`src/hw/rtl/utf8s_pkg.sv`:
```
// ----------------------------------------------------------------------------
// utf8s_pkg
// Shared types, constants and lookup functions for the utf8 slug generator.
// ----------------------------------------------------------------------------
package utf8s_pkg;

   localparam int LengthBitsDefault = 24;
   localparam int SlugLenBits       = 24;
   localparam int CharBits          = 7;
   localparam int ResultSlots       = 3;

   localparam logic [7:0] LeadMin     = 8'hC2;
   localparam logic [7:0] LeadMax     = 8'hF4;
   localparam logic [7:0] Lead3Min    = 8'hE0;
   localparam logic [7:0] Lead4Min    = 8'hF0;
   localparam logic [7:0] LeadE0      = 8'hE0;
   localparam logic [7:0] LeadEd      = 8'hED;
   localparam logic [7:0] LeadF0      = 8'hF0;
   localparam logic [7:0] LeadF4      = 8'hF4;
   localparam logic [7:0] LeadLatin1  = 8'hC3;
   localparam logic [7:0] ContA0      = 8'hA0;
   localparam logic [7:0] Cont90      = 8'h90;
   localparam logic [7:0] Cont8f      = 8'h8F;
   localparam logic [7:0] SepReset    = 8'h2D;
   localparam logic [6:0] SepDefault  = 7'h2D;

   typedef enum logic [0:0] {
      CSR_SEPARATOR  = 1'b0,
      CSR_LOWER_CASE = 1'b1
   } csr_index_type;

   typedef struct packed {
      logic [7:0] lead;
      logic [1:0] expect_cnt;
      logic [1:0] seen;
      logic       pending;
   } stream_state_type;

   typedef struct packed {
      logic [ResultSlots-1:0][CharBits-1:0] chars;
      logic [1:0]                           nchar;
   } dec_result_type;

   typedef struct packed {
      logic [CharBits-1:0] c0;
      logic [CharBits-1:0] c1;
      logic [1:0]          count;
   } fold_type;

   function automatic fold_type fold_latin1(input logic [5:0] idx);
      fold_type f;
      f.c0    = 7'h00;
      f.c1    = 7'h00;
      f.count = 2'd1;
      case (idx[4:0])
         5'd0, 5'd1, 5'd2, 5'd3, 5'd4, 5'd5: f.c0 = 7'h61;
         5'd6: begin
            f.c0 = 7'h61;
            f.c1 = 7'h65;
            f.count = 2'd2;
         end
         5'd7: f.c0 = 7'h63;
         5'd8, 5'd9, 5'd10, 5'd11: f.c0 = 7'h65;
         5'd12, 5'd13, 5'd14, 5'd15: f.c0 = 7'h69;
         5'd16: f.c0 = 7'h64;
         5'd17: f.c0 = 7'h6E;
         5'd18, 5'd19, 5'd20, 5'd21, 5'd22, 5'd24: f.c0 = 7'h6F;
         5'd23: f.count = 2'd0;
         5'd25, 5'd26, 5'd27, 5'd28: f.c0 = 7'h75;
         5'd29: f.c0 = 7'h79;
         5'd30: begin
            f.c0 = 7'h74;
            f.c1 = 7'h68;
            f.count = 2'd2;
         end
         5'd31: begin
            if (idx[5]) begin
               f.c0 = 7'h79;
            end else begin
               f.c0 = 7'h73;
               f.c1 = 7'h73;
               f.count = 2'd2;
            end
         end
         default: f.count = 2'd0;
      endcase
      return f;
   endfunction

   function automatic logic [CharBits-1:0] clean_sep(input logic [7:0] s);
      logic alnum;
      alnum = (s >= 8'h61 && s <= 8'h7A) || (s >= 8'h41 && s <= 8'h5A) ||
              (s >= 8'h30 && s <= 8'h39);
      if (alnum || s < 8'h21 || s > 8'h7E) begin
         return SepDefault;
      end
      return s[CharBits-1:0];
   endfunction

endpackage

```
`src/hw/rtl/utf8_slug_generator_top.sv`:
```
// ----------------------------------------------------------------------------
// utf8_slug_generator_top
// Streams utf8 bytes in and emits ascii slug characters with running length.
// ----------------------------------------------------------------------------
// output: first result of an item is shown in the cycle after it is accepted
// throughput: one item per cycle while each item yields at most one result
//   and the result side is ready; an item with more results holds the input
//   off while the result buffer drains one result per cycle with rsp_tready high
// reset: synchronous; clears stream state, length counter and result count,
//   separator returns to '-' and upper case lowering is switched on
module utf8_slug_generator_top #(
   parameter int LENGTH_BITS = utf8s_pkg::LengthBitsDefault
) (
   input  logic        clock,
   input  logic        reset,
   input  logic        req_tvalid,
   output logic        req_tready,
   input  logic [7:0]  req_tdata,   // [7:0] in_byte
   input  logic        req_tlast,   // last_byte
   output logic        rsp_tvalid,
   input  logic        rsp_tready,
   output logic [31:0] rsp_tdata,   // [6:0] out_char, [30:7] slug_length, [31] zero
   output logic        rsp_tuser,   // has_char
   output logic        rsp_tlast,   // end_of_slug
   input  logic        csr_we,
   input  logic [0:0]  csr_index,
   input  logic [7:0]  csr_wdata
);

   localparam int SumBits  = LENGTH_BITS + 2;
   localparam int WideBits = (LENGTH_BITS > utf8s_pkg::SlugLenBits) ?
                             LENGTH_BITS : utf8s_pkg::SlugLenBits;
   localparam int Slots    = utf8s_pkg::ResultSlots;

   utf8s_pkg::stream_state_type state_ff, state_in, dec_state;
   utf8s_pkg::dec_result_type   dec_res;

   logic [7:0]             sep_ff, sep_in;
   logic                   fold_ff, fold_in;
   logic [LENGTH_BITS-1:0] count_ff, count_in;
   logic [1:0]             cnt_ff, cnt_in;

   logic [6:0]  char_ff [Slots];
   logic [6:0]  char_in [Slots];
   logic        has_ff  [Slots];
   logic        has_in  [Slots];
   logic [23:0] len_ff  [Slots];
   logic [23:0] len_in  [Slots];
   logic        end_ff  [Slots];
   logic        end_in  [Slots];

   logic [SumBits-1:0]     sum  [Slots];
   logic [LENGTH_BITS-1:0] sat  [Slots];
   logic [WideBits-1:0]    wide [Slots];
   logic [WideBits-1:0]    count_wide;
   logic [1:0]             nres;
   logic [1:0]             nchar_m1;
   logic                   accept;
   logic                   pop;

   utf8s_decode u_decode (
      .cur      (state_ff),
      .in_byte  (req_tdata),
      .sep_cfg  (sep_ff),
      .fold_cfg (fold_ff),
      .count_nz (count_ff != '0),
      .nxt      (dec_state),
      .res      (dec_res)
   );

   assign req_tready = (cnt_ff == 2'd0) || ((cnt_ff == 2'd1) && rsp_tready);
   assign accept     = req_tvalid && req_tready;
   assign pop        = rsp_tvalid && rsp_tready;

   assign rsp_tvalid = (cnt_ff != 2'd0);
   assign rsp_tdata  = {1'b0, len_ff[0], char_ff[0]};
   assign rsp_tuser  = has_ff[0];
   assign rsp_tlast  = end_ff[0];

   assign count_wide = WideBits'(count_ff);
   assign nres       = (dec_res.nchar == 2'd0 && req_tlast) ? 2'd1 : dec_res.nchar;
   assign nchar_m1   = dec_res.nchar - 2'd1;

   // saturating length for each result slot
   always_comb begin
      for (int k = 0; k < Slots; k++) begin
         sum[k]  = SumBits'(count_ff) + SumBits'(k + 1);
         sat[k]  = (|sum[k][SumBits-1:LENGTH_BITS]) ? '1 : sum[k][LENGTH_BITS-1:0];
         wide[k] = WideBits'(sat[k]);
      end
   end

   always_comb begin
      sep_in   = sep_ff;
      fold_in  = fold_ff;
      state_in = state_ff;
      count_in = count_ff;
      cnt_in   = cnt_ff;
      for (int k = 0; k < Slots; k++) begin
         char_in[k] = char_ff[k];
         has_in[k]  = has_ff[k];
         len_in[k]  = len_ff[k];
         end_in[k]  = end_ff[k];
      end

      if (csr_we) begin
         if (csr_index == utf8s_pkg::CSR_SEPARATOR) begin
            sep_in = csr_wdata;
         end else begin
            fold_in = csr_wdata[0];
         end
      end

      if (accept) begin
         cnt_in = nres;
         for (int k = 0; k < Slots; k++) begin
            has_in[k]  = (2'(k) < dec_res.nchar);
            char_in[k] = has_in[k] ? dec_res.chars[k] : 7'h00;
            len_in[k]  = (dec_res.nchar == 2'd0) ? count_wide[23:0] : wide[k][23:0];
            end_in[k]  = req_tlast && (2'(k) == nres - 2'd1);
         end
         if (req_tlast) begin
            state_in = '0;
            count_in = '0;
         end else begin
            state_in = dec_state;
            if (dec_res.nchar != 2'd0) begin
               count_in = sat[nchar_m1];
            end
         end
      end else if (pop) begin
         cnt_in = cnt_ff - 2'd1;
         for (int k = 0; k < Slots - 1; k++) begin
            char_in[k] = char_ff[k+1];
            has_in[k]  = has_ff[k+1];
            len_in[k]  = len_ff[k+1];
            end_in[k]  = end_ff[k+1];
         end
      end
   end

   always_ff @(posedge clock) begin
      if (reset) begin
         sep_ff   <= utf8s_pkg::SepReset;
         fold_ff  <= 1'b1;
         state_ff <= '0;
         count_ff <= '0;
         cnt_ff   <= 2'd0;
      end else begin
         sep_ff   <= sep_in;
         fold_ff  <= fold_in;
         state_ff <= state_in;
         count_ff <= count_in;
         cnt_ff   <= cnt_in;
      end
   end

   always_ff @(posedge clock) begin
      for (int k = 0; k < Slots; k++) begin
         char_ff[k] <= char_in[k];
         has_ff[k]  <= has_in[k];
         len_ff[k]  <= len_in[k];
         end_ff[k]  <= end_in[k];
      end
   end

endmodule

```
`src/hw/rtl/utf8s_decode.sv`:
```
// ----------------------------------------------------------------------------
// utf8s_decode
// Decodes one input byte against the utf8 stream state: validation, latin-1
// folding, separator handling. Gives the next state and the characters due.
// ----------------------------------------------------------------------------
module utf8s_decode (
   input  utf8s_pkg::stream_state_type cur,
   input  logic [7:0]                  in_byte,
   input  logic [7:0]                  sep_cfg,
   input  logic                        fold_cfg,
   input  logic                        count_nz,
   output utf8s_pkg::stream_state_type nxt,
   output utf8s_pkg::dec_result_type   res
);

   utf8s_pkg::fold_type fold;
   logic                cont_ok;
   logic                mark;
   logic                do_lead;
   logic                pend_eff;
   logic                sep_emit;
   logic [1:0]          nword;
   logic [6:0]          w1;
   logic [6:0]          w2;

   assign fold = utf8s_pkg::fold_latin1(in_byte[5:0]);

   always_comb begin
      cont_ok = (in_byte[7:6] == 2'b10);
      if (cur.seen == 2'd0) begin
         if (cur.lead == utf8s_pkg::LeadE0 && in_byte < utf8s_pkg::ContA0) cont_ok = 1'b0;
         if (cur.lead == utf8s_pkg::LeadEd && in_byte >= utf8s_pkg::ContA0) cont_ok = 1'b0;
         if (cur.lead == utf8s_pkg::LeadF0 && in_byte < utf8s_pkg::Cont90) cont_ok = 1'b0;
         if (cur.lead == utf8s_pkg::LeadF4 && in_byte > utf8s_pkg::Cont8f) cont_ok = 1'b0;
      end
   end

   always_comb begin
      nxt     = cur;
      mark    = 1'b0;
      do_lead = 1'b0;
      nword   = 2'd0;
      w1      = 7'h00;
      w2      = 7'h00;
      if (cur.expect_cnt != 2'd0) begin
         if (cont_ok) begin
            nxt.seen       = cur.seen + 2'd1;
            nxt.expect_cnt = cur.expect_cnt - 2'd1;
            if (cur.expect_cnt == 2'd1) begin
               if (cur.lead == utf8s_pkg::LeadLatin1 && fold.count != 2'd0) begin
                  nword = fold.count;
                  w1    = fold.c0;
                  w2    = fold.c1;
               end else begin
                  mark = 1'b1;
               end
            end
         end else begin
            mark           = 1'b1;
            nxt.expect_cnt = 2'd0;
            nxt.seen       = 2'd0;
            do_lead        = 1'b1;
         end
      end else begin
         do_lead = 1'b1;
      end

      if (do_lead) begin
         if (!in_byte[7]) begin
            if (in_byte >= 8'h41 && in_byte <= 8'h5A) begin
               nword = 2'd1;
               w1    = fold_cfg ? in_byte[6:0] + 7'd32 : in_byte[6:0];
            end else if ((in_byte >= 8'h61 && in_byte <= 8'h7A) ||
                         (in_byte >= 8'h30 && in_byte <= 8'h39)) begin
               nword = 2'd1;
               w1    = in_byte[6:0];
            end else begin
               mark = 1'b1;
            end
         end else if (in_byte < utf8s_pkg::LeadMin || in_byte > utf8s_pkg::LeadMax) begin
            mark = 1'b1;
         end else begin
            nxt.lead = in_byte;
            nxt.seen = 2'd0;
            if (in_byte < utf8s_pkg::Lead3Min) begin
               nxt.expect_cnt = 2'd1;
            end else if (in_byte < utf8s_pkg::Lead4Min) begin
               nxt.expect_cnt = 2'd2;
            end else begin
               nxt.expect_cnt = 2'd3;
            end
         end
      end

      pend_eff    = cur.pending | (mark & count_nz);
      sep_emit    = (nword != 2'd0) && pend_eff;
      nxt.pending = (nword != 2'd0) ? 1'b0 : pend_eff;

      if (sep_emit) begin
         res.chars[0] = utf8s_pkg::clean_sep(sep_cfg);
         res.chars[1] = w1;
         res.chars[2] = w2;
         res.nchar    = nword + 2'd1;
      end else begin
         res.chars[0] = w1;
         res.chars[1] = w2;
         res.chars[2] = 7'h00;
         res.nchar    = nword;
      end
   end

endmodule

```
`config.mk`:
```
export PLATFORM = sky130hd
export DESIGN_NAME = utf8_slug_generator_top
export DESIGN_NICKNAME = d
export VERILOG_FILES = /design/src/hw/rtl/utf8s_pkg.sv /design/src/hw/rtl/utf8_slug_generator_top.sv /design/src/hw/rtl/utf8s_decode.sv
export SDC_FILE = /design/constraint.sdc
export NUM_CORES = 1
export LEC_CHECK = 0
export BUFFER_PORTS_ARGS = -buffer_cell sky130_fd_sc_hd__buf_2
export CORE_ASPECT_RATIO = 1.1
export CORE_UTILIZATION = 45
export CTS_CLUSTER_SIZE = 30
export DETAILED_ROUTE_END_ITERATION = 6
export GPL_ROUTABILITY_DRIVEN = 1
export PLACE_DENSITY = 0.68
export SETUP_SLACK_MARGIN = 0.05
export SYNTH_ARGS = -nofsm -noshare
export SYNTH_HDL_FRONTEND = slang
export SYNTH_SLANG_ARGS = --single-unit
```
`constraint.sdc`:
```
create_clock -name clock -period 4.15 [get_ports clock]
set_input_delay 0.2075 -clock clock [delete_from_list [all_inputs] [get_ports clock]]
set_output_delay 0.2075 -clock clock [all_outputs]
set_load 0.005 [all_outputs]
```
* Word-level counts from Yosys, hierarchy flattened
Memories as Yosys holds them, arrays and structs flattened.
Index checks and enable logic that the tools add are counted.
** Cells by class
- $add $sub $neg :: 10
- Equality and inequality tests :: 42
- Magnitude comparators :: 26
- Muxes and demuxes :: 85
- Reduce and logical (&&, ||, !) cells :: 54
- Bitwise logic cells :: 4
** Operator list (count)
- $mux 24 :: 11
- $mux 7 :: 19
- $mux 48 :: 2
- $eq 5x5->1 const B :: 16
- $pmux 7 s11 :: 1
- $add 24x2->25 const B :: 2
- $bmux 24 s2 :: 1
- $eq 5x4->1 const B :: 8
- $eq 8x8->1 const B :: 5
- $lt 8x8->1 const B :: 5
- $mux 12 :: 3
- $ge 8x7->1 const B :: 4
- $le 8x7->1 const B :: 4
- $mux 2 :: 16
- $mux 14 :: 2
- $add 24x1->25 const B :: 1
- $reduce_bool 24->1 :: 1
- $mux 23 :: 1
- $mux 1 :: 22
- $pmux 7 s3 :: 1
- $eq 5x3->1 const B :: 4
- $logic_and 1x1->1 :: 19
- $reduce_bool 2->1 :: 9
- $ge 8x6->1 const B :: 2
- 35 further kinds :: 62
** Storage, ports and cells
- RAM bits :: 99
- Memories :: 4
- Word-level logic and storage cells :: 233
- Input bits :: 23
- Output and inout bits :: 36
- Register bits after elaboration :: 48
** Memories
- len_ff :: words 3, bits a word 24, rd ports 3, clocked after Yosys merged registers in 0, wr ports 3, line utf8_slug_generator_top.sv:47 : logic [23:0] len_ff [Slots];
- char_ff :: words 3, bits a word 7, rd ports 3, clocked after Yosys merged registers in 0, wr ports 3, line utf8_slug_generator_top.sv:43 : logic [6:0] char_ff [Slots];
- end_ff :: words 3, bits a word 1, rd ports 3, clocked after Yosys merged registers in 0, wr ports 3, line utf8_slug_generator_top.sv:49 : logic end_ff [Slots];
- has_ff :: words 3, bits a word 1, rd ports 3, clocked after Yosys merged registers in 0, wr ports 3, line utf8_slug_generator_top.sv:45 : logic has_ff [Slots];

* Logic depth before layout (Yosys ltp)
Gate-level depths: netlist of the first run.
- Depth after elaboration :: 26
- Mapped depth :: 25
- Mapped depth without buffers :: 21

* Hierarchy
From an unflattened synthesis of the first run, not the netlist that was laid out.
** Unflattened totals
- Cell total of the unflattened synthesis :: 1267
- Area, all modules :: 10348.7 um2
** Modules (own cells, without submodules)
- utf8_slug_generator_top :: instances 1, area each 9053.7 um2, cells an instance 1066
- utf8s_decode :: instances 1, area each 1295.0 um2, cells an instance 201

* Least setup slack after synthesis of the first run
No wires, ideal clock.
- Path kind :: register -> register
- Start :: reg state_ff[1] in the netlist's numbering
- End :: reg count_ff[1]
- Slack :: -342 ps
- Data arrival time :: 4423 ps
- Cell stages (with the launch flop) :: 23
- Required time :: 4081 ps
- Library setup time :: 69 ps
- Path through :: dfxtp_1 > inv_1 > ha_1 > and3b_1 > o211ai_1 > nand3_1 > and4b_1 > clkbuf_1 > nand2_1 > ha_1 > a31oi_1 > and3b_1 > buf_6 > xnor2_4 > inv_2 > buf_6 > buf_2 > ha_1 > clkbuf_1 > nor4_1 > clkbuf_1 > o311ai_1 > o21ai_1
** Between the ends
- Cells in the longest elaborated chain, start to end :: 19
- Elaborated cells between the ends (all ways) :: 33
** RTL lines
- start, declared :: line utf8_slug_generator_top.sv:35 : utf8s_pkg::stream_state_type state_ff, state_in, dec_state;
- start signal, assigned :: line utf8_slug_generator_top.sv:152 : state_ff <= state_in;
- $logic_not 2->1 (*) :: line utf8s_decode.sv:30 : if (cur.seen == 2'd0) begin
- $mux 1 (*) :: line utf8s_decode.sv:30
- $mux 1 :: line utf8s_decode.sv:46 : if (cont_ok) begin
- $mux 1 :: line utf8s_decode.sv:45 : if (cur.expect_cnt != 2'd0) begin
- $mux 1 :: line utf8s_decode.sv:73 : end else if ((in_byte >= 8'h61 && in_byte <= 8'h7A) ||
- $mux 1 :: line utf8s_decode.sv:70 : if (in_byte >= 8'h41 && in_byte <= 8'h5A) begin
- $mux 1 :: line utf8s_decode.sv:69 : if (!in_byte[7]) begin
- $mux 1 :: line utf8s_decode.sv:68 : if (do_lead) begin
- [... 2 more ...]
- $logic_and 1x1->1 :: line utf8s_decode.sv:96 : sep_emit = (nword != 2'd0) && pend_eff;
- $mux 23 (*) :: line utf8s_decode.sv:99 : if (sep_emit) begin
- $sub 2x1->2 :: line utf8_slug_generator_top.sv:82 : assign nchar_m1 = dec_res.nchar - 2'd1;
- $not 2->3 (implied by the code) :: line utf8_slug_generator_top.sv:128 : count_in = sat[nchar_m1];
- $bmux 24 s2 :: line utf8_slug_generator_top.sv:128
- $mux 24 (implied by the code) (2 in a row) :: line utf8_slug_generator_top.sv:128
- $mux 24 :: line utf8_slug_generator_top.sv:127 : if (dec_res.nchar != 2'd0) begin
- $mux 24 :: line utf8_slug_generator_top.sv:122 : if (req_tlast) begin
- end signal, assigned :: line utf8_slug_generator_top.sv:153 : count_ff <= count_in;
- end, declared :: line utf8_slug_generator_top.sv:40 : logic [LENGTH_BITS-1:0] count_ff, count_in;
Mark *: on every way between the ends. The rest lies on a longest branch, timed or not. The select of a mux whose other input is x is not followed.
A chain may end at the register's enable or synchronous reset.

==> results of run 1 <==
==> flip-flops by register name (all words and copies together), names as in the netlist <==
name and flops:
sep_ff 8, char_ff 19, fold_ff 1, state_ff 13, end_ff 3, count_ff 24
has_ff 3, len_ff 72, cnt_ff 2
==> per-layer routing <==
layer,vias to the layer above,part of all wire [%],track usage [%]
met4,0,3.7,12.24
li1,4361,-,-
met3,74,7.4,4.635
met2,396,48,44.71
met5,-,0,0
met1,4217,41,33.08
==> worst max-delay path by stage <==
stage | end | slack [ns] | cells past startpoint
floorplan | len_ff[0][53] | 0.05 | 22
global placement | count_ff[19] | 0.23 | 17
detailed placement | count_ff[19] | 0.16 | 17
CTS | len_ff[0][7] | 0.17 | 17
global route | count_ff[9] | 0.02 | 18
finish | len_ff[0][7] | 0.32 | 17
==> kinds of logic after synthesis <==
family	Yosys count
compound gates	357
xor+xnor	21
fa+ha+maj	13
buf+inv	161
flops	145
mux	25
other cells	1
simple gates	466
==> cells in the final DEF, fill, tap and decap left out, types with 6 or more instances in the layout <==
| master | synthesis | final |
|---|---|---|
| or3_1 | 6 | 6 |
| and3_1 | 16 | 16 |
| dfxtp_1 | 48 | 48 |
| a21oi_1 | 76 | 76 |
| nand2b_1 | 9 | 9 |
| nor4_1 | 12 | 11 |
| o21ai_0 | 99 | 96 |
| a211o_1 | 6 | 6 |
| a21o_1 | 14 | 14 |
| buf_4 | 32 | 73 |
| nand4_1 | 20 | 20 |
| ha_1 | 13 | 11 |
| clkbuf_16 | 0 | 17 |
| nand3_1 | 56 | 56 |
| xnor2_1 | 16 | 16 |
| and2_1 | 10 | 8 |
| a221oi_1 | 6 | 6 |
| inv_1 | 27 | 25 |
| a31oi_1 | 26 | 26 |
| buf_2 | 7 | 57 |
| a22oi_1 | 7 | 7 |
| o21ai_1 | 18 | 20 |
| mux2i_1 | 22 | 22 |
| o22ai_1 | 16 | 16 |
| nor2b_1 | 9 | 9 |
| nor3_1 | 16 | 16 |
| nor2_1 | 124 | 121 |
| o31ai_1 | 11 | 11 |
| nand2_1 | 164 | 162 |
| a22o_1 | 9 | 9 |
| o211ai_1 | 9 | 9 |
| edfxtp_1 | 97 | 97 |
| a211oi_1 | 16 | 16 |
==> stage by stage <==
step | setup slack [ns] | power (uW) | std cells | util (%)
2_1_floorplan | 0.05364 | 2619 | 1189 | -
5_1_grt | 0.02160 | 4617 | 1510 | 52.63
6_report | 0.3170 | 4422 | 1510 | 52.63
3_5_place_dp | 0.1579 | 2844 | 1474 | 49.36
4_1_cts | 0.1676 | 4448 | 1510 | 52.47
3_3_place_gp | 0.2317 | 2826 | 1474 | 49.36
==> area by class of cell <==
type / count / area [sq um]
Tap cell: 285 / 356.6
Fill cell: 2026 / 9844
Clock buffer: 18 / 429.2
Clock inverter: 14 / 177.7
Timing Repair Buffer: 137 / 915.9
Sequential cell: 145 / 3874
Inverter: 28 / 105.1
Multi-Input combinational cell: 883 / 5080
==> critical path, stage by stage (launching register included) <==
cell and delay, ns:
dfxtp_1 0.39, inv_1 0.07, ha_1 0.28, nor2_1 0.12, nand3_1 0.10, and4b_1 0.28
nand2_1 0.08, ha_1 0.22, a31oi_1 0.17, and3b_2 0.30, nand2_1 0.10, o21ai_1 0.15
inv_1 0.07, ha_2 0.25, nor2_2 0.34, nand2_1 0.21, o22ai_1 0.23, o21ai_0 0.15
==> power by group <==
group | switching (uW) | leakage, uW | total [uW] | internal (uW)
Sequential | 69.6 | 0.00136 | 1930 | 1860
Combinational | 582 | 0.00238 | 885 | 302
Clock | 649 | 0.000286 | 1600 | 954
==> repair_timing <==
action | 4_1_cts | 5_1_grt
endpoints found under the setup margin | 0 | 45
endpoints found under the hold margin | 4 | 0
hold buffers | 4 | 0
resized for setup | 0 | 14
==> metrics.csv, run 1 <==
stage,metric,value,unit
run_status,outcome,finished clean,
floorplan,fp.dieArea,0.02206,sq mm
floorplan,die_x,141.7,um
global_routing,grt_pass1_vias,8640,
layout,synthToLayoutAreaGrowth,13.24,%
setup_path,end_kind,register,
logic_synthesis,synthDistinctLibCells,75,
setup_path,ff2ff_path_depth,17,
logic_synthesis,synth_top_family_by_area,compound AO/OA/AOI/OAI gates,
route,drc_errors,0,
clocking,cts_tree,done,
setup_path,r2r-end,len_ff[0][7],
pwr,powerDensity,404.3,mW/mm^2
timing,tightest_slew,0.9157,ns
place,gp_congestion,0.9541,
timing,hold_violations,0,
logic_synthesis,synth-edff-count,97,
pwr,p_leak,0.004034,uW
setup_path,cp.arrival,3.96,ns
timing,finClkSkew,0.01456,ns
worst_hold_path,whs_endpoint,sep_ff[4],
global_routing,grt-ovfl-total,0,
timing,min_period,3.833,ns
floorplan,core.rowCount,55,
logic_synthesis,synth_area_leaders,"edfxtp_1, dfxtp_1, nand2_1, o21ai_0, nor2_1",
floorplan,start_util,46.48,%
timing,holdWs,0.01126,ns
clocking,cts_root_buffer,clkbuf_16,
clocking,cts_sinks,145,
route,drtAntennaViolNets,0,
worst_hold_path,hold_depth,3,
logic_synthesis,synth_top_cells_by_count,"nand2_1, nor2_1, o21ai_0, edfxtp_1, clkbuf_1",
setup_path,cp.required,4.28,ns
logic_synthesis,synth_mux_area_share,2.746,%
logic_synthesis,yosys_most_used_dff,edfxtp_1,
route,drtPass1Iterations,6,
global_routing,grt_max_degree,67,
place,port_buffers,57,
floorplan,die_y,155.7,um
clocking,postCtsSetupBuffers,0,
place,hpwl,19.57,mm
timing,period_share,92.36,%
logic_synthesis,ys_seq_area_share,40.10,%
logic_synthesis,yosysMostFrequentCell,nand2_1,
logic_synthesis,syn_nets,1225,
route,drtIter0Drc,882,
worst_hold_path,hp-class,input pin to register,
floorplan,core_area,0.02078,sq mm
logic_synthesis,avgSynthCellArea,8.124,sq um
setup_path,critPathLaunchType,register,
global_routing,grt_usage,26.55,%
clocking,clkSlewWorstSetupHoldPaths,0.06,ns
global_routing,antenna_found_initial,0,
logic_synthesis,yosys.area_share.simple,22.29,%
logic_synthesis,yosysTopAreaCellShare,30.16,%
route,vias,9048,
layout,diodes,0,
timing,setup_violations,0,
layout,fin_area,0.01094,sq mm
clocking,cts_buffers,17,
route,finalWirelength,28.10,mm
clocking,h-tree-depth,4,
setup_path,worstSetupStartpoint,state_ff[3],
logic_synthesis,synth_adder_area_share,1.684,%
logic_synthesis,ys_warn_count,0,
setup_path,rrSetupSlack,0.32,ns
setup_path,cp_max_fo,7,
place,place_area,0.01026,sq mm
setup_path,worst-setup-path-type,register to register,
logic_synthesis,ys_async_sr_fraction,0,%
timing,timing.slew.headroom,38.83,%
clocking,clk_path_buf_depth,2,
logic_synthesis,yosys.area_share.xor_xnor,2.098,%
logic_synthesis,yosys_register_bits,145,
layout,drive_above_1_share,16.00,%
worst_hold_path,min_from,csr_wdata[4],
timing,timing.setup.tns,0,ns
timing,drv_slew,0,
route,drt-wirelength-per-cell,18.61,um
floorplan,io_pins,59,
timing,rsz0062_at_grt,yes,
logic_synthesis,synthCells,1189,
layout,fin_nets,1248,
logic_synthesis,synth_compound_area_share,23.21,%
global_routing,grt_pass1_wl,45.74,mm
timing,fmax,260.9,MHz
setup_path,reg2reg_from,state_ff[3],
pwr,ir_drop,0.0003176,V
logic_synthesis,synth_area,0.009659,sq mm
clocking,insertion_delay,0.43,ns
route,vias_per_cell,5.992,
run,maxCapViolCount,0,
logic_synthesis,yosys.area.top_type,edfxtp_1,
(Power assumes the default switching activity.)
==> inputs of run 2 (changes only) <==
CTS_BUF_LIST = sky130_fd_sc_hd__clkbuf_4 sky130_fd_sc_hd__clkbuf_8 sky130_fd_sc_hd__clkbuf_16   (was unset)
MAX_ROUTING_LAYER = met4   (was unset)
==> run 2 against run 1 <==
Compared with the run above:
- die area unchanged
- wire length shrank 1.7%
- cell count fell by 0.46%
- sequential power about the same
- sequential share of layout area grew 0.19 points
- cell area is 0.53% lower
- core utilization fell by 0.28 points
- worst hold slack lost 0.0055 ns
- critical path type unchanged
- largest cell class unchanged
- largest power group unchanged
==> metrics.csv, run 2 (synthesis results as in run 1) <==
stage,metric,value,unit,change
run_status,outcome,finished clean,,unchanged
route,finalWirelength,27.61,mm,was 28.10 mm
timing,period_share,93.34,%,was 92.36%
route,drt-wirelength-per-cell,18.37,um,was 18.61 um
floorplan,fp.dieArea,0.02206,sq mm,unchanged
floorplan,die_x,141.7,um,unchanged
timing,min_period,3.873,ns,was 3.833 ns
setup_path,cp_max_fo,12,,was 7
timing,hold_violations,0,,unchanged
timing,timing.slew.headroom,39.61,%,was 38.83%
timing,fmax,258.2,MHz,was 260.9 MHz
pwr,p_leak,0.004017,uW,was 0.004034 uW
route,vias_per_cell,6.021,,was 5.992
layout,layout_commonest_cell,nand2_1,,unchanged
route,drtPass1Iterations,6,,unchanged
timing,rsz0062_at_grt,yes,,unchanged
route,drtAntennaViolNets,0,,unchanged
layout,mostFrequentLayoutCells,"nand2_1, nor2_1, o21ai_0",,"was nand2_1, nor2_1, edfxtp_1"
clocking,clkSlewWorstSetupHoldPaths,0.07,ns,was 0.06 ns
timing,finClkSkew,0.01227,ns,was 0.01456 ns
place,gp_congestion,0.9832,,was 0.9541
layout,fin_util,52.35,%,was 52.63%
timing,holdWs,0.005798,ns,was 0.01126 ns
floorplan,start_util,46.48,%,unchanged
route,drtIter0Drc,865,,was 882
setup_path,cp.arrival,4.03,ns,was 3.96 ns
layout,regMostFlops,len_ff,,unchanged
pwr,ir_drop,0.0002979,V,was 0.0003176 V
floorplan,core_area,0.02078,sq mm,unchanged
clocking,postCtsSetupBuffers,0,,unchanged
global_routing,grt_max_degree,71,,was 67
pwr,powerDensity,408.8,mW/mm^2,was 404.3 mW/mm^2
setup_path,worst-setup-path-type,register to register,,unchanged
setup_path,cp.required,4.30,ns,was 4.28 ns
timing,timing.setup.tns,0,ns,unchanged
layout,diodes,0,,unchanged
place,dp.cells,1467,,"was 1,474"
clocking,clk_path_buf_depth,2,,unchanged
route,drc_errors,0,,unchanged
layout,largest_reg_flops,72,,unchanged
route,vias,9050,,"was 9,048"
floorplan,io_pins,59,,unchanged
global_routing,grt-ovfl-total,0,,unchanged
run,maxCapViolCount,0,,unchanged
layout,fin_nets,1241,,"was 1,248"
clocking,h-tree-depth,4,,unchanged
global_routing,grt_pass1_vias,8551,,"was 8,640"
floorplan,die_y,155.7,um,unchanged
setup_path,critPathLaunchType,register,,unchanged
global_routing,antenna_found_initial,0,,unchanged
global_routing,grt_pass1_wl,44.58,mm,was 45.74 mm
global_routing,grt_usage,26.49,%,was 26.55%
timing,setup_violations,0,,unchanged
pwr,p_total,4448,uW,was 4422 uW
clocking,cts_tree,done,,unchanged
timing,tightest_slew,0.9040,ns,was 0.9157 ns
clocking,insertion_delay,0.43,ns,about the same
clocking,cts_root_buffer,clkbuf_16,,unchanged
place,port_buffers,57,,unchanged
clocking,cts_sinks,145,,unchanged
layout,top_regs,"len_ff: 72 flops, count_ff: 24 flops, char_ff: 19 flops",,unchanged
floorplan,core.rowCount,55,,unchanged
setup_path,end_kind,register,,unchanged
layout,synthToLayoutAreaGrowth,12.64,%,was 13.24%
layout,num-fill-cells,2053,,"was 2,026"
worst_hold_path,hp-class,input pin to register,,unchanged
layout,drive_above_1_share,15.52,%,was 16.00%
layout,stdcell_count,1503,,"was 1,510"
clocking,cts_buffers,17,,unchanged
place,hpwl,19.46,mm,was 19.57 mm
timing,drv_slew,0,,unchanged
==> run 2: path summary, 6_finish.rpt <==
kind              slack, ns             to    startpoint  depth (start not counted)
setup / recovery       0.28  len_ff[0][37]   state_ff[3]                         19
hold / removal        0.006      sep_ff[4]  csr_wdata[4]                          3
setup reg to reg       0.28  len_ff[0][37]   state_ff[3]                         19
hold reg to reg        0.48    state_ff[4]   state_ff[4]                          2
==> run 2: worst max-delay path, cell delays in order (launching register included) <==
cell     delay [ns]
dfxtp_1        0.40
inv_1          0.07
ha_1           0.27
nor2_1         0.13
nand3_1        0.10
and4b_1        0.28
nand2_1        0.09
ha_1           0.21
a31oi_1        0.18
and3b_2        0.30
nand2_1        0.10
o21ai_1        0.14
inv_1          0.08
ha_2           0.24
buf_4          0.21
nor2_1         0.25
buf_4          0.20
nand3_1        0.08
o21ai_0        0.14
o21ai_0        0.11
==> run 2: metrics by stage <==
| step | setup WS [ns] | instance area (sq um) |
|---|---|---|
| final | 0.2766 | 10880 |
| after global routing | 0.02961 | 10880 |
| after CTS | 0.09084 | 10870 |
| after detailed placement | 0.1047 | 10190 |
| after global placement | 0.2115 | 10190 |
| after floorplan | 0.05364 | 9686 |
==> run 2: power by group <==
part | switching (uW) | internal (uW) | total, uW
Clock | 641 | 1000 | 1640
Combinational | 576 | 297 | 873
Sequential | 69.4 | 1860 | 1930
Total | 1290 | 3160 | 4450
==> run 2: final cells by class <==
| class | count | area [sq um] | share of cell area [%] |
|---|---|---|---|
| inverter | 28 | 105.1 | 0.9660 |
| clock inverter | 13 | 173.9 | 1.598 |
| sequential | 145 | 3874 | 35.60 |
| tap | 285 | 356.6 | 3.277 |
| timing repair buffer | 130 | 843.3 | 7.751 |
| multi-input combinational | 883 | 5070 | 46.60 |
| clock buffer | 19 | 457.9 | 4.209 |
==> run 2: repair_timing <==
action	4_1_cts	5_1_grt
endpoints found under the hold margin	4	0
gates resized for setup	0	7
endpoints found under the setup margin	0	36
hold buffers	4	0
==> run 2: per-layer routing <==
metal | vias up | share of wire, % | global-route usage, %
met2 | 400 | 48 | 43.12
met1 | 4221 | 42 | 32.17
li1 | 4342 | - | -
met3 | 87 | 6.6 | 3.837
met5 | - | 0 | -
met4 | 0 | 4.0 | 13.01
==> inputs of run 3 (changes only) <==
CORE_MARGIN = 5   (was unset)
==> run 3 against run 2 <==
Compared with the run above:
- combinational power grew 1%
- non-clock buffer count grew 12
- via count grew 0.81%
==> metrics.csv, run 3 (synthesis results as in run 1) <==
stage,metric,value,unit,change
global_routing,grt_pass1_wl,45.40,mm,was 44.58 mm
clocking,clkSlewWorstSetupHoldPaths,0.07,ns,about the same
floorplan,io_pins,59,,unchanged
setup_path,cp.arrival,4.08,ns,was 4.03 ns
place,hpwl,19.68,mm,was 19.46 mm
timing,min_period,3.757,ns,was 3.873 ns
route,finalWirelength,28.16,mm,was 27.61 mm
route,drtPass1Iterations,6,,unchanged
route,drtAntennaViolNets,0,,unchanged
timing,finClkSkew,0.008470,ns,was 0.01227 ns
route,drtIter0Drc,815,,was 865
timing,timing.slew.headroom,35.58,%,was 39.61%
route,vias,9123,,"was 9,050"
timing,holdWs,0.01170,ns,was 0.005798 ns
place,gp_congestion,1.011,,was 0.9832
layout,top_regs,"len_ff: 72 flops, count_ff: 24 flops, char_ff: 19 flops",,unchanged
worst_hold_path,hp-class,input pin to register,,unchanged
clocking,clk_path_buf_depth,2,,unchanged
layout,layout_commonest_cell,nand2_1,,unchanged
floorplan,start_util,45.50,%,was 46.48%
floorplan,core.rowCount,56,,was 55
timing,rsz0062_at_grt,no,,was yes
timing,hold_violations,0,,unchanged
global_routing,grt-ovfl-total,0,,unchanged
global_routing,grt_pass1_vias,8618,,"was 8,551"
setup_path,end_kind,register,,unchanged
floorplan,die_x,149.7,um,was 141.7 um
global_routing,grt_usage,23.95,%,was 26.49%
clocking,cts_buffers,17,,unchanged
run,maxCapViolCount,0,,unchanged
setup_path,worstSetupStartpoint,state_ff[1],,was state_ff[3]
floorplan,core_area,0.02123,sq mm,was 0.02078 sq mm
clocking,cts_sinks,145,,unchanged
worst_hold_path,min_from,csr_wdata[1],,was csr_wdata[4]
pwr,ir_drop,0.0003146,V,was 0.0002979 V
setup_path,worst-setup-path-type,register to register,,unchanged
layout,largest_reg_flops,72,,unchanged
setup_path,critPathLaunchType,register,,unchanged
route,dr.max_layer_used,met4,,unchanged
place,port_buffers,57,,unchanged
run_status,outcome,finished clean,,unchanged
timing,timing.setup.tns,0,ns,unchanged
route,wl_met3,2.117,mm,was 1.824 mm
layout,fin_nets,1253,,"was 1,241"
route,vias_per_cell,6.002,,was 6.021
timing,tightest_slew,0.9642,ns,was 0.9040 ns
global_routing,grt_max_degree,72,,was 71
layout,synthToLayoutAreaGrowth,12.95,%,was 12.64%
global_routing,antenna_found_initial,0,,unchanged
clocking,cts_tree,done,,unchanged
layout,regMostFlops,len_ff,,unchanged
layout,num-fill-cells,2013,,"was 2,053"
clocking,cts_root_buffer,clkbuf_16,,unchanged
layout,mostFrequentLayoutCells,"nand2_1, nor2_1, o21ai_0",,unchanged
route,met2_length,13.06,mm,was 13.15 mm
timing,period_share,90.52,%,was 93.34%
pwr,p_leak,0.004047,uW,was 0.004017 uW
floorplan,fp.dieArea,0.02450,sq mm,was 0.02206 sq mm
route,drt-wirelength-per-cell,18.52,um,was 18.37 um
pwr,powerDensity,391.8,mW/mm^2,was 408.8 mW/mm^2
clocking,h-tree-depth,4,,unchanged
setup_path,cp.required,4.48,ns,was 4.30 ns
clocking,insertion_delay,0.43,ns,about the same
timing,drv_slew,0,,unchanged
route,drc_errors,0,,unchanged
layout,diodes,0,,unchanged
setup_path,reg2reg_from,state_ff[1],,was state_ff[3]
setup_path,cp_max_fo,11,,was 12
timing,fmax,266.2,MHz,was 258.2 MHz
timing,setup_violations,0,,unchanged
layout,drive_above_1_share,16.10,%,was 15.52%
route,wl_met1,11.87,mm,was 11.51 mm
floorplan,die_y,163.7,um,was 155.7 um
-- run 3: changes by cell type in the layout (fill, tap and decap cells not counted), moves of 2 or more --
cell	before	now
buf_4	69	80
bufinv_16	3	0
clkinv_2	1	5
clkinv_4	5	3
nor2_1	120	123
nor2_2	5	2
-- run 3: path summary, 6_finish.rpt --
| path | end | slack, ns | depth (start not counted) |
|---|---|---|---|
| setup / recovery | count_ff[0] | 0.39 | 20 |
| hold / removal | sep_ff[1] | 0.01 | 3 |
| setup reg to reg | count_ff[0] | 0.39 | 20 |
| hold reg to reg | state_ff[4] | 0.47 | 2 |
-- run 3: what timing repair did --
action	CTS	global route
endpoints found under the setup margin	0	41
hold buffers	4	0
gates resized for setup	0	5
setup buffers	0	2
hold endpoints to repair	4	0
-- run 3: final cells by class --
class | instances | area, sq um | share of cell area [%]
inverter | 28 | 105.1 | 0.9633
clock inverter | 12 | 82.58 | 0.7569
sequential | 145 | 3874 | 35.50
clock buffer | 20 | 465.4 | 4.266
multi-input combinational | 883 | 5075 | 46.51
timing repair buffer | 142 | 945.9 | 8.670
tap | 290 | 362.8 | 3.326
-- run 3: metal layers --
metal / vias to the layer above / global-route usage (%)
li1: 4367 / -
met5: - / -
met1: 4268 / 30.51
met2: 402 / 37.10
met4: 0 / 11.06
met3: 86 / 4.467
-- run 3: power breakdown --
part / switching, uW / leakage, uW / internal [uW]
Clock: 643 / 0.000277 / 814
Sequential: 69.7 / 0.00136 / 1860
Combinational: 579 / 0.00241 / 306
-- run 3: worst max-delay path: stages (launching register included) --
cell,delay [ns]
dfxtp_1,0.35
inv_1,0.05
ha_1,0.18
and3b_1,0.17
o211ai_1,0.09
nand3_1,0.13
and4b_1,0.28
nand2_1,0.09
ha_1,0.22
a31oi_1,0.17
and3b_2,0.30
nand2_1,0.11
o21ai_2,0.13
inv_1,0.08
ha_2,0.25
inv_1,0.20
o21ai_1,0.14
nor2b_1,0.17
buf_4,0.22
o21bai_1,0.16
a21o_1,0.17
-- run 3: stage by stage --
step | util (%) | instances | total power, uW | setup WS (ns) | instance area, sq um
after CTS | 51.23 | 1518 | 4306 | 0.09925 | 10880
after detailed placement | 48.46 | 1482 | 2851 | 0.1186 | 10290
after global routing | 51.39 | 1520 | 4476 | 0.06677 | 10910
after floorplan | - | 1189 | 2619 | 0.05364 | 9686
final | 51.39 | 1520 | 4275 | 0.3933 | 10910
after global placement | 48.46 | 1482 | 2839 | 0.1875 | 10290
